===== config.mk =====
export PLATFORM = sky130hd
export DESIGN_NAME = apu_fifo
export DESIGN_NICKNAME = d
export VERILOG_FILES = /design/src/design/adam_param_update_unit_defines.svh /design/src/design/apu_pkg.sv /design/src/design/apu_fifo.sv
export SDC_FILE = /design/constraint.sdc
export NUM_CORES = 1
export LEC_CHECK = 0
export ABC_CLOCK_PERIOD_IN_PS = 5500
export BUFFER_PORTS_ARGS = -buffer_cell sky130_fd_sc_hd__buf_2
export CAP_MARGIN = 20
export CORE_MARGIN = 5
export CORE_UTILIZATION = 59
export CTS_CLUSTER_SIZE = 10
export DETAILED_ROUTE_END_ITERATION = 6
export PLACE_DENSITY = 0.93
export SETUP_SLACK_MARGIN = 0.5
export SYNTH_ARGS = -nofsm -noshare
export SYNTH_HDL_FRONTEND = slang
export SYNTH_SLANG_ARGS = --single-unit

===== constraint.sdc =====
create_clock -name clk -period 5.5 [get_ports clk]
set_input_delay 1.1 -clock clk [delete_from_list [all_inputs] [get_ports clk]]
set_output_delay 1.1 -clock clk [all_outputs]
set_load 0.02 [all_outputs]

===== src/design/adam_param_update_unit_defines.svh =====
// Assertion macros for the Adam parameter update unit.
`ifndef ADAM_PARAM_UPDATE_UNIT_DEFINES_SVH
`define ADAM_PARAM_UPDATE_UNIT_DEFINES_SVH

// cond implies prop in the same cycle; sampled on clk, off while rst_n is low
`define APU_IMPLY(lbl, cond, prop) \
    lbl: assert property (@(posedge clk) disable iff (!rst_n) (cond) |-> (prop)) \
        else $error("apu: implication check failed");

// bad never holds; sampled on clk, off while rst_n is low
`define APU_NEVER(lbl, bad) \
    lbl: assert property (@(posedge clk) disable iff (!rst_n) !(bad)) \
        else $error("apu: forbidden condition seen");

`endif


===== src/design/apu_pkg.sv =====
// Shared types and constants for the Adam parameter update unit.
package apu_pkg;

    localparam int DW  = 32;
    localparam int FB  = 24;
    localparam int VW  = DW - 1;
    localparam int CW  = FB + 1;
    localparam int IW  = 3;
    localparam int QCW = 41;

    localparam logic [CW-1:0] ONE = {1'b1, {FB{1'b0}}};

    localparam logic [CW-1:0] STEP_SIZE_RST          = CW'(16777);
    localparam logic [CW-1:0] MEAN_DECAY_RST         = CW'(15099494);
    localparam logic [CW-1:0] SQUARE_DECAY_RST       = CW'(16760439);
    localparam logic [CW-1:0] MEAN_DECAY_POWER_RST   = CW'(15099494);
    localparam logic [CW-1:0] SQUARE_DECAY_POWER_RST = CW'(16760439);
    localparam logic [CW-1:0] EPSILON_RST            = CW'(168);

    typedef enum logic [IW-1:0] {
        REG_STEP_SIZE          = IW'(0),
        REG_MEAN_DECAY         = IW'(1),
        REG_SQUARE_DECAY       = IW'(2),
        REG_MEAN_DECAY_POWER   = IW'(3),
        REG_SQUARE_DECAY_POWER = IW'(4),
        REG_EPSILON            = IW'(5)
    } apu_reg_t;

    typedef struct packed {
        logic signed [DW-1:0] param_value;
        logic signed [DW-1:0] grad_value;
        logic signed [DW-1:0] mean_value;
        logic [VW-1:0]        square_value;
        logic                 is_last;
    } apu_in_t;

    typedef struct packed {
        logic signed [DW-1:0] new_param;
        logic signed [DW-1:0] new_mean;
        logic [VW-1:0]        new_square;
        logic                 div_error;
        logic                 last_out;
    } apu_out_t;

    // clipped coefficients and derived complements
    typedef struct packed {
        logic [CW-1:0] lr;
        logic [CW-1:0] b1;
        logic [CW-1:0] nb1;
        logic [CW-1:0] b2;
        logic [CW-1:0] nb2;
        logic [CW-1:0] c1;
        logic [CW-1:0] c2;
        logic [CW-1:0] eps;
    } apu_coef_t;

    // word handed from front to back through the queue
    typedef struct packed {
        logic signed [DW-1:0] p;
        logic signed [DW-1:0] mn;
        logic [VW-1:0]        vn;
        logic                 err;
        logic                 last;
    } apu_mid_t;

    typedef struct packed {
        logic tail_vld;
        logic stall;
    } apu_fst_t;

    typedef struct packed {
        logic full;
        logic empty;
    } apu_qst_t;

endpackage


===== src/design/apu_fifo.sv =====
// Short word queue between the front and back ends.
module apu_fifo #(
    parameter int DEPTH = 4,
    parameter int WW    = 8
) (
    input  logic              clk,
    input  logic              rst_n,
    input  logic              push_vld,
    output logic              push_ready,
    input  logic [WW-1:0]     push_word,
    output logic              pop_vld,
    input  logic              pop_ready,
    output logic [WW-1:0]     pop_word,
    output apu_pkg::apu_qst_t st
);

    localparam int AW   = $clog2(DEPTH);
    localparam int CNTW = $clog2(DEPTH + 1);

    logic [WW-1:0]   mem [DEPTH];
    logic [AW-1:0]   wr_ptr_reg, wr_ptr_next;
    logic [AW-1:0]   rd_ptr_reg, rd_ptr_next;
    logic [CNTW-1:0] count_reg, count_next;
    logic            push, pop;

    always_comb
    begin
        push_ready  = count_reg != CNTW'(DEPTH);
        pop_vld     = count_reg != '0;
        push        = push_vld && push_ready;
        pop         = pop_vld && pop_ready;
        wr_ptr_next = wr_ptr_reg;
        rd_ptr_next = rd_ptr_reg;
        count_next  = count_reg;
        if (push)
        begin
            wr_ptr_next = (wr_ptr_reg == AW'(DEPTH - 1)) ? '0 : wr_ptr_reg + 1'b1;
        end
        if (pop)
        begin
            rd_ptr_next = (rd_ptr_reg == AW'(DEPTH - 1)) ? '0 : rd_ptr_reg + 1'b1;
        end
        if (push && !pop)
        begin
            count_next = count_reg + 1'b1;
        end
        else if (pop && !push)
        begin
            count_next = count_reg - 1'b1;
        end
    end

    always_ff @(posedge clk or negedge rst_n)
    begin
        if (!rst_n)
        begin
            wr_ptr_reg <= '0;
            rd_ptr_reg <= '0;
            count_reg  <= '0;
        end
        else
        begin
            wr_ptr_reg <= wr_ptr_next;
            rd_ptr_reg <= rd_ptr_next;
            count_reg  <= count_next;
        end
    end

    always_ff @(posedge clk)
    begin
        if (push)
        begin
            mem[wr_ptr_reg] <= push_word;
        end
    end

    assign pop_word = mem[rd_ptr_reg];
    assign st.full  = !push_ready;
    assign st.empty = !pop_vld;

endmodule


==> key figures, run 1 <==
Status
  – Status: completed

Worst setup path
  – Reg2reg setup slack: 3.25 ns
  – Crit path DAT: 1.79 ns
  – Largest fanout on the critical path: 11
  – CP max-delay cell: dfrtp_1
  – Launch point of the worst reg-to-reg path: count_reg[0]
  – Buf+Inv Stages, Crit Path: 1
  – Critical path type: flop to output port
  – Req. time, crit path: 4.40 ns
  – Crit start category: flop
  – R2R Path End: count_reg[1]
  – Worst Reg2Reg Path Length in Cells: 6
  – Worst path depth: 2
  – Cell-by-cell trace of the critical path: mux4_2 -> buf_2
  – CP Capture Type: output port
  – Crit-path max cell delay: 0.71 ns
  – CP top delay family: flip-flops

Global route
  – M3 GR Usage: 6.85%
  – Met2 usage: 23.3%
  – Total gr overflow: 0
  – Vias in the first global route: 868
  – First-pass GRT wire length: 4.29 mm
  – Top Usage Layer GRT: met2
  – Largest net degree at the start of global routing: 12
  – Met1 Usage GRT: 16.6%
  – Initial antenna violation count: 0
  – Total Routing Usage GR: 15.0%

Clock network
  – Max Root-Sink Buffers: 2
  – CTS tree: yes
  – Root Buffer Master: clkbuf_4
  – Cts hold-fix bufs: 0
  – # resized after CTS: 0
  – Clock transition at the registers of the reported paths: 0.10 ns
  – Clock Latency Late Sink: 0.33 ns
  – H-tree depth: 2
  – Clock sinks: 39
  – Postcts setup bufs: 0
  – CTS Buf Count: 5

Finish
  – Area growth from synthesis to layout: 11.3%
  – Largest register FFs: 32
  – Layout net count: 127
  – Final Util: 66.7%
  – Share of cells above drive strength 1: 43.1%
  – Final Non-Filler Cells: 140
  – ANT cells: 0

Synth
  – Post-synth top area share: 59.7%
  – Post-synth cell types: 19
  – Register area share after synthesis: 70.6%
  – Cell with the most instances after synthesis: edfxtp_1
  – Yosys warning count: 0
  – Post-synth top cells: edfxtp_1, mux4_2, dfrtp_1, ha_1, inv_1
  – Synth area leaders: edfxtp_1, mux4_2, dfrtp_1
  – Async set-or-reset flop fraction in the synthesized netlist: 17.9%
  – Post-Syn Instances: 81
  – Syn nets: 100
  – #FFs+latches synth: 39
  – Post-synth top area cell: edfxtp_1
  – Syn Area/Cell: 19.9 µm²
  – Post-synth EDFFs: 32
  – Post-synth top flop: edfxtp_1
  – Post-Syn Area: 1610 µm²

Place
  – I/O Buffers: 23
  – Cells after DPL: 132
  – Detail Placement HPWL: 1.83 mm
  – GPL Wtd Cong: 0.784

STA
  – Max Fclk: 346 MHz
  – Least-Margin Pin Slew: 0.562 ns
  – Final Skew: 0.00706 ns
  – Final Hold Violating Endpoints: 0
  – RSZ-0062 raised after global routing: false
  – Endpoints failing setup: 0
  – Hold_ws: 0.494 ns
  – Minimum clock period: 2.89 ns
  – Sum Neg Setup Slack: 0 ns
  – Max-slew violation count: 0
  – Rel. slew slack: 62.6%
  – Period utilisation layout: 52.6%

Route
  – Final wirelength: 2.48 mm
  – Initial drt markers: 26
  – Via/cell ratio: 5.64
  – First drt pass iteration count: 4
  – DR WL/cell: 17.7 µm
  – Detailed-route via count: 789
  – ANT nets after route: 0
  – DRC: 0

Power and ir drop
  – Pwr Density: 528 nW/µm²
  – Combinational share of power: 37.2%
  – Power share of the sequential group: 49.0%
  – Leakage: 0.707 nW
  – Switching pwr: 0.322 mW
  – Maximum VDD drop: 336 µV
  – Pwr Total: 0.946 mW
  – Clock power frac: 13.8%
  – Internal: 0.624 mW
  – Net Sw Frac: 34.0%

Floorplan
  – Initial Utilization: 59.9%
  – Die W: 62.2 µm
  – # IOs: 24
  – Core area: 2690 µm²
  – FP Rows: 19
  – Die area: 3870 µm²
  – Die Ht: 62.2 µm

Run
  – Max Cap Viol: 0

Min path
  – HP Start: count_reg[2]
  – Worst Hold Class: flop to flop
  – Hold depth: 1
  – Worst Hold Path EP: count_reg[2]
worst max path at each step:
stage | start | endpoint | slack [ns]
final | rd_ptr_reg[0] | pop_word[3] | 2.61
after global routing | rd_ptr_reg[0] | pop_word[3] | 2.44
after CTS | rd_ptr_reg[0] | pop_word[3] | 2.52
after detailed placement | rd_ptr_reg[0] | pop_word[3] | 2.90
after global placement | rd_ptr_reg[0] | pop_word[2] | 2.95
after floorplan | rd_ptr_reg[0] | pop_word[0] | 3.22
stage by stage:
stage	worst slack (ns)	cell area, µm²
after floorplan	3.22	1610
after global placement	2.95	1740
after detailed placement	2.90	1740
after CTS	2.52	1790
after global routing	2.44	1790
final	2.61	1790
power by group through the flow:
stage | clock, mW | combinational [mW] | sequential (mW)
2_1_floorplan | 0 | 0.300 | 0.431
3_3_place_gp | 0 | 0.340 | 0.468
3_5_place_dp | 0 | 0.358 | 0.475
4_1_cts | 0.137 | 0.358 | 0.468
5_1_grt | 0.153 | 0.386 | 0.478
6_report | 0.130 | 0.352 | 0.464
per-layer routing:
layer / share of wire [%] / routed length, µm / up-vias
met5: 0 / 0 / -
met1: 41 / 1020 / 401
li1: - / - / 360
met3: 5.7 / 140 / 7
met4: 2.1 / 53 / 0
met2: 51 / 1270 / 21
cell usage in the layout, fill, tap and decap left out, types with 2 or more instances in the layout:
| cell | instances |
|---|---|
| clkbuf_4 | 5 |
| mux2_4 | 2 |
| mux2_2 | 3 |
| dfrtp_1 | 7 |
| and3_2 | 4 |
| buf_2 | 23 |
| edfxtp_1 | 32 |
| ha_1 | 6 |
| inv_1 | 5 |
| xor2_1 | 2 |
| nor2_1 | 3 |
| clkbuf_1 | 3 |
| mux4_2 | 8 |
final cells by class:
type,instances,area (µm²)
inverters,5,18.8
clock buffers,8,48.8
well taps,31,38.8
flip-flops and latches,39,1140
repair buffers,23,115
fillers,172,893
multi-input cells,34,435
kinds of logic after synthesis:
group | count (synthesis) | synth area share [%]
flops | 39 | 70.6
mux | 13 | 15.2
simple gates | 11 | 4.35
buf+inv | 8 | 2.41
fa+ha+maj | 7 | 5.91
xor+xnor | 3 | 1.63
Power figures use the tool's default switching activity.
==> run 2: changes to the inputs <==
--- a/config.mk
+++ b/config.mk
@@ -5,14 +5,14 @@
 export SDC_FILE = /design/constraint.sdc
 export NUM_CORES = 1
 export LEC_CHECK = 0
-export ABC_CLOCK_PERIOD_IN_PS = 5500
+export ABC_CLOCK_PERIOD_IN_PS = 2450
 export BUFFER_PORTS_ARGS = -buffer_cell sky130_fd_sc_hd__buf_2
 export CAP_MARGIN = 20
 export CORE_MARGIN = 5
-export CORE_UTILIZATION = 59
+export CORE_UTILIZATION = 49
 export CTS_CLUSTER_SIZE = 10
 export DETAILED_ROUTE_END_ITERATION = 6
-export PLACE_DENSITY = 0.93
+export PLACE_DENSITY = 0.84
 export SETUP_SLACK_MARGIN = 0.5
 export SYNTH_ARGS = -nofsm -noshare
 export SYNTH_HDL_FRONTEND = slang
==> constraint.sdc (replaced) <==
create_clock -name clk -period 2.45 [get_ports clk]
set_input_delay 0.49 -clock clk [delete_from_list [all_inputs] [get_ports clk]]
set_output_delay 0.49 -clock clk [all_outputs]
set_load 0.02 [all_outputs]
==> run 2 against run 1 <==
  * Worst setup slack worse by 2.2 ns
  * Non-clock buffer count up 11
  * Sequential share of layout area down 6.7 points
  * Die area up 17%
  * Sequential power up 120%
  * Final area up 12%
  * Core utilization down 2.1 points
  * Largest cell class unchanged
  * Highest routed layer unchanged
==> key figures, run 2 (synthesized netlist as in run 1, its figures left out) <==
Clock network
  – Max Root-Sink Buffers: 2
  – Clock sinks: 39
  – H-tree depth: 2
  – Clock transition at the registers of the reported paths: 0.10 ns
  – CTS Buf Count: 5
  – Clock Latency Late Sink: 0.34 ns
  – Root Buffer Master: clkbuf_4
  – CTS tree: yes

Power and ir drop
  – Leakage: 0.790 nW
  – Net Sw Frac: 33.5%
  – Maximum VDD drop: 755 µV
  – Internal: 1.66 mW
  – Switching pwr: 0.838 mW
  – Combinational share of power: 47.8%
  – Pwr Density: 1250 nW/µm²
  – Clock power frac: 12.1%
  – Power share of the sequential group: 40.1%

Min path
  – Worst Hold Class: input pin to flop
  – Worst Hold Path EP: mem[2][7]
  – HP Start: push_word[7]
  – Hold depth: 1

Finish
  – Largest register FFs: 32
  – Final Non-Filler Cells: 164
  – Most frequent cells in the layout: edfxtp_1, buf_2, buf_6, mux4_2, buf_4
  – Area growth from synthesis to layout: 24.6%
  – # fillers: 239
  – Share of cells above drive strength 1: 54.2%
  – Leading cell type in the layout, fill and taps excluded: edfxtp_1
  – ANT cells: 0
  – Post-route cell area: 2010 µm²
  – Layout net count: 138
  – Sequential cell area: 1140 µm²
  – Multi-input logic area: 468 µm²

Worst setup path
  – CP Capture Type: output port
  – Critical path type: flop to output port
  – R2R Path End: count_reg[1]
  – Launch point of the worst reg-to-reg path: count_reg[1]
  – Reg2reg setup slack: 0.45 ns
  – Worst Reg2Reg Path Length in Cells: 6
  – Crit start category: flop
  – Req. time, crit path: 1.96 ns
  – Crit path DAT: 1.54 ns
  – Largest fanout on the critical path: 5

Global route
  – Total Routing Usage GR: 15.0%
  – Initial antenna violation count: 0
  – Total gr overflow: 0
  – Vias in the first global route: 953
  – First-pass GRT wire length: 4.64 mm
  – Largest net degree at the start of global routing: 12

STA
  – RSZ-0062 raised after global routing: true
  – Final Skew: 0.00710 ns
  – Minimum clock period: 2.03 ns
  – Period utilisation layout: 83.1%
  – Rel. slew slack: 71.1%
  – Max-slew violation count: 0
  – Hold_ws: 0.357 ns
  – Max Fclk: 491 MHz
  – Sum Neg Setup Slack: 0 ns
  – Final Hold Violating Endpoints: 0
  – Endpoints failing setup: 0
  – Least-Margin Pin Slew: 0.433 ns

Route
  – Detailed-route via count: 837
  – DR WL/cell: 17.0 µm
  – First drt pass iteration count: 4
  – DRC: 0
  – ANT nets after route: 0
  – Initial drt markers: 22
  – Via/cell ratio: 5.10
  – Final wirelength: 2.79 mm

Run
  – Max Cap Viol: 0

Floorplan
  – Core area: 3100 µm²
  – Die Ht: 67.3 µm
  – Die area: 4530 µm²
  – Initial Utilization: 51.9%
  – FP Rows: 20
  – Die W: 67.3 µm
  – # IOs: 24

Place
  – Cells after DPL: 145
  – Detail Placement HPWL: 1.86 mm
  – GPL Wtd Cong: 0.722
  – Placed Area: 1780 µm²
  – I/O Buffers: 23

Status
  – Status: completed
## run 2: changes by cell type in the layout (fill, tap and decap cells not counted), sizes merged
cell         previous run  this run
dlygate4sd3             0         1
clkinv                  0         1
buf                    23        33
clkbuf                  8         7
## run 2: power groups by stage
stage | Combinational (mW) | Clock, mW | Sequential (mW)
4_1_cts | 1.17 | 0.313 | 1.00
5_1_grt | 1.29 | 0.342 | 1.03
3_5_place_dp | 0.836 | 0 | 1.07
3_3_place_gp | 0.794 | 0 | 1.05
2_1_floorplan | 0.690 | 0 | 0.970
6_report | 1.20 | 0.302 | 1.00
## run 2: worst max-delay path, stage by stage (launching register included)
cell and delay (ns):
dfrtp_2 0.40, buf_6 0.14, mux4_2 0.52, buf_6 0.15
## run 2: worst max path at each step
stage,from,endpoint
after global routing,rd_ptr_reg[0],pop_word[5]
after detailed placement,count_reg[0],count_reg[1]
after global placement,count_reg[1],count_reg[1]
after CTS,rd_ptr_reg[0],pop_word[2]
final,rd_ptr_reg[0],pop_word[5]
after floorplan,count_reg[1],count_reg[1]
## run 2: area by class of cell
| type | count | share of cell area, % |
|---|---|---|
| Clock buffer | 7 | 2.25 |
| Inverter | 5 | 1.06 |
| Sequential cell | 39 | 56.7 |
| Clock inverter | 1 | 0.250 |
| Timing Repair Buffer | 34 | 13.7 |
| Tap cell | 44 | 2.74 |
| Multi-Input combinational cell | 34 | 23.3 |
## run 2: what timing repair did
| action | CTS | global route |
|---|---|---|
| gates resized for setup | 28 | 4 |
| hold endpoints to repair | 7 | 0 |
| setup endpoints to repair | 12 | 12 |
| hold buffers | 1 | 0 |
| buffers inserted | 10 | 0 |
| pin swaps | 6 | 3 |
## run 2: routing by layer
layer / track usage, % / wire length [µm] / vias up
met5: 0 / 0 / -
met4: 7.59 / 65 / 0
met3: 4.33 / 131 / 8
met2: 26.7 / 1530 / 21
met1: 16.2 / 1060 / 421
li1: - / - / 387
## run 2: metrics by stage
stage	util (%)	total power, mW	setup WS, ns
after floorplan	-	1.66	0.414
after global placement	57.3	1.85	0.386
after detailed placement	57.3	1.90	0.341
after CTS	64.2	2.49	0.415
after global routing	64.6	2.65	0.365
final	64.6	2.50	0.415
==> run 3: changes to the inputs <==
--- a/config.mk
+++ b/config.mk
@@ -5,7 +5,7 @@
 export SDC_FILE = /design/constraint.sdc
 export NUM_CORES = 1
 export LEC_CHECK = 0
-export ABC_CLOCK_PERIOD_IN_PS = 2450
+export ABC_CLOCK_PERIOD_IN_PS = 1850
 export BUFFER_PORTS_ARGS = -buffer_cell sky130_fd_sc_hd__buf_2
 export CAP_MARGIN = 20
 export CORE_MARGIN = 5
==> constraint.sdc (replaced) <==
create_clock -name clk -period 1.85 [get_ports clk]
set_input_delay 0.37 -clock clk [delete_from_list [all_inputs] [get_ports clk]]
set_output_delay 0.37 -clock clk [all_outputs]
set_load 0.02 [all_outputs]
==> run 3 against run 2 <==
  * The run now ends with negative setup slack left
  * Clock power rose by 91%
  * Clock-buffer cell count shrank 2
  * First-iteration DRC count increased by 45%
  * Sequential share of layout area decreased by 3.9 points
  * Clock skew about the same
  * Critical path depth grew 3
  * Worst setup slack got worse by 0.54 ns
  * Cell count rose by 3.0%
  * Register-to-register slack worse by 0.57 ns
  * Largest power group unchanged
==> key figures, run 3 (synthesized netlist as in run 1, its figures left out) <==
STA
  – Max Fclk: 507 MHz
  – Period utilisation layout: 107%
  – Rel. slew slack: 71.7%
  – RSZ-0062 raised after global routing: true
  – Max-slew violation count: 0
  – Post-layout worst setup margin: -0.122 ns
  – Endpoints failing setup: 10
  – Minimum clock period: 1.97 ns
  – Hold_ws: 0.221 ns
  – Final Hold Violating Endpoints: 0
  – Final Skew: 0.00699 ns
  – Least-Margin Pin Slew: 0.425 ns

Finish
  – Largest register FFs: 32
  – Final Non-Filler Cells: 169
  – Layout net count: 143
  – # fillers: 207
  – Area growth from synthesis to layout: 33.8%
  – Final Util: 69.4%
  – Share of cells above drive strength 1: 58.4%
  – ANT cells: 0
  – Sequential cell area: 1140 µm²
  – Multi-input logic area: 492 µm²
  – Most frequent cells in the layout: edfxtp_1, buf_6, buf_2, mux4_2, buf_4
  – Leading cell type in the layout, fill and taps excluded: edfxtp_1

Worst setup path
  – Crit-path max cell delay: 0.43 ns
  – CP Capture Type: flop
  – CP max-delay cell: dfrtp_1
  – Reg2reg setup slack: -0.12 ns
  – Crit path DAT: 2.22 ns
  – Critical path type: flop to flop
  – Crit start category: flop
  – Req. time, crit path: 2.10 ns
  – Largest fanout on the critical path: 3
  – Cell-by-cell trace of the critical path: or3b_4 -> and2_4 -> ha_4 -> inv_2 -> fa_1 -> mux2_2
  – Launch point of the worst reg-to-reg path: count_reg[0]
  – CP top delay family: simple AND/OR/NAND/NOR gates
  – Buf+Inv Stages, Crit Path: 1
  – Worst Reg2Reg Path Length in Cells: 6
  – R2R Path End: count_reg[1]

Route
  – DR WL/cell: 16.5 µm
  – WL met2: 1.49 mm
  – Routed wl met3: 113 µm
  – ANT nets after route: 0
  – Top sig layer: met4
  – Detailed-route via count: 848
  – First drt pass iteration count: 2
  – Final wirelength: 2.79 mm
  – Initial drt markers: 32
  – DRC: 0
  – M1 wire length: 1.12 mm
  – Via/cell ratio: 5.02

Place
  – Cells after DPL: 154
  – GPL Wtd Cong: 0.720
  – Detail Placement HPWL: 1.83 mm
  – I/O Buffers: 23

Global route
  – Largest net degree at the start of global routing: 15
  – First-pass GRT wire length: 4.50 mm
  – Total Routing Usage GR: 15.0%
  – Initial antenna violation count: 0
  – Vias in the first global route: 938
  – Total gr overflow: 0

Clock network
  – Clock sinks: 39
  – Root Buffer Master: clkbuf_4
  – CTS Buf Count: 5
  – CTS tree: yes
  – Clock Latency Late Sink: 0.35 ns
  – Max Root-Sink Buffers: 2
  – Clock transition at the registers of the reported paths: 0.12 ns
  – H-tree depth: 2

Floorplan
  – FP Rows: 20
  – Initial Utilization: 51.9%
  – # IOs: 24
  – Die area: 4530 µm²
  – Die W: 67.3 µm
  – Die Ht: 67.3 µm
  – Core area: 3100 µm²

Status
  – Status: finished with violations
  – Failing checks: negative setup slack

Min path
  – Worst Hold Class: input pin to flop
  – Hold depth: 1
  – Worst Hold Path EP: mem[1][0]
  – HP Start: push_word[0]

Run
  – Max Cap Viol: 0

Power and ir drop
  – Pwr Density: 1700 nW/µm²
  – Maximum VDD drop: 780 µV
  – Leakage: 0.851 nW
run 3: cell count changes in the layout (fill, tap and decap cells not counted), sizes merged:
cell      previous run  this run
buf                 33        37
bufinv               0         1
clkbuf               7         6
clkinv               1         0
clkinvlp             0         1
inv                  5         6
run 3: worst reg2reg max path, cell delays in order, from the launching register on:
cell     delay, ns
dfrtp_1       0.43
or3b_4        0.41
and2_4        0.16
ha_4          0.15
inv_2         0.05
fa_1          0.40
mux2_2        0.27
run 3: stage by stage:
step,setup WS [ns],setup TNS (ns),cell area [µm²],total power [mW]
6_report,-0.122,-0.802,2150,3.67
5_1_grt,-0.170,-1.73,2150,3.88
4_1_cts,-0.127,-1.13,2040,3.44
3_5_place_dp,-0.0950,-0.163,1870,2.70
3_3_place_gp,-0.0352,-0.0493,1870,2.63
2_1_floorplan,-0.186,-0.307,1650,2.25
run 3: how the worst max path moves through the flow:
stage / depth (start not counted) / slack (ns) / startpoint / end
2_1_floorplan: 7 / -0.19 / count_reg[1] / count_reg[1]
3_3_place_gp: 6 / -0.04 / count_reg[1] / count_reg[1]
6_report: 6 / -0.12 / count_reg[0] / count_reg[1]
4_1_cts: 3 / -0.13 / rd_ptr_reg[0] / pop_word[3]
5_1_grt: 8 / -0.17 / count_reg[0] / count_reg[2]
3_5_place_dp: 6 / -0.09 / count_reg[1] / count_reg[1]
run 3: what timing repair did:
action	CTS	global route
buffers inserted	2	3
cloned	0	1
gates resized for setup	18	20
hold endpoints to repair	7	0
pin swaps	2	1
hold buffers	1	0
endpoints found under the setup margin	51	51
run 3: area by class of cell:
cell class              count  area share (%)
clock buffers               5            1.74
multi-input cells          34            22.8
clock inverters             3            2.15
repair buffers             39            17.0
well taps                  44            2.56
inverters                   5           0.987
flip-flops and latches     39            52.8
run 3: power by group:
part / internal, mW / switching [mW] / leakage [nW]
logic: 1.02 / 0.726 / 0.435
registers: 1.19 / 0.150 / 0.374
clock network: 0.288 / 0.289 / 0.0418
run 3: routing by layer:
layer / track usage [%] / up-vias
met2: 24.4 / 19
li1: - / 394
met3: 5.99 / 4
met1: 16.1 / 431
met5: 0 / -
met4: 9.62 / 0
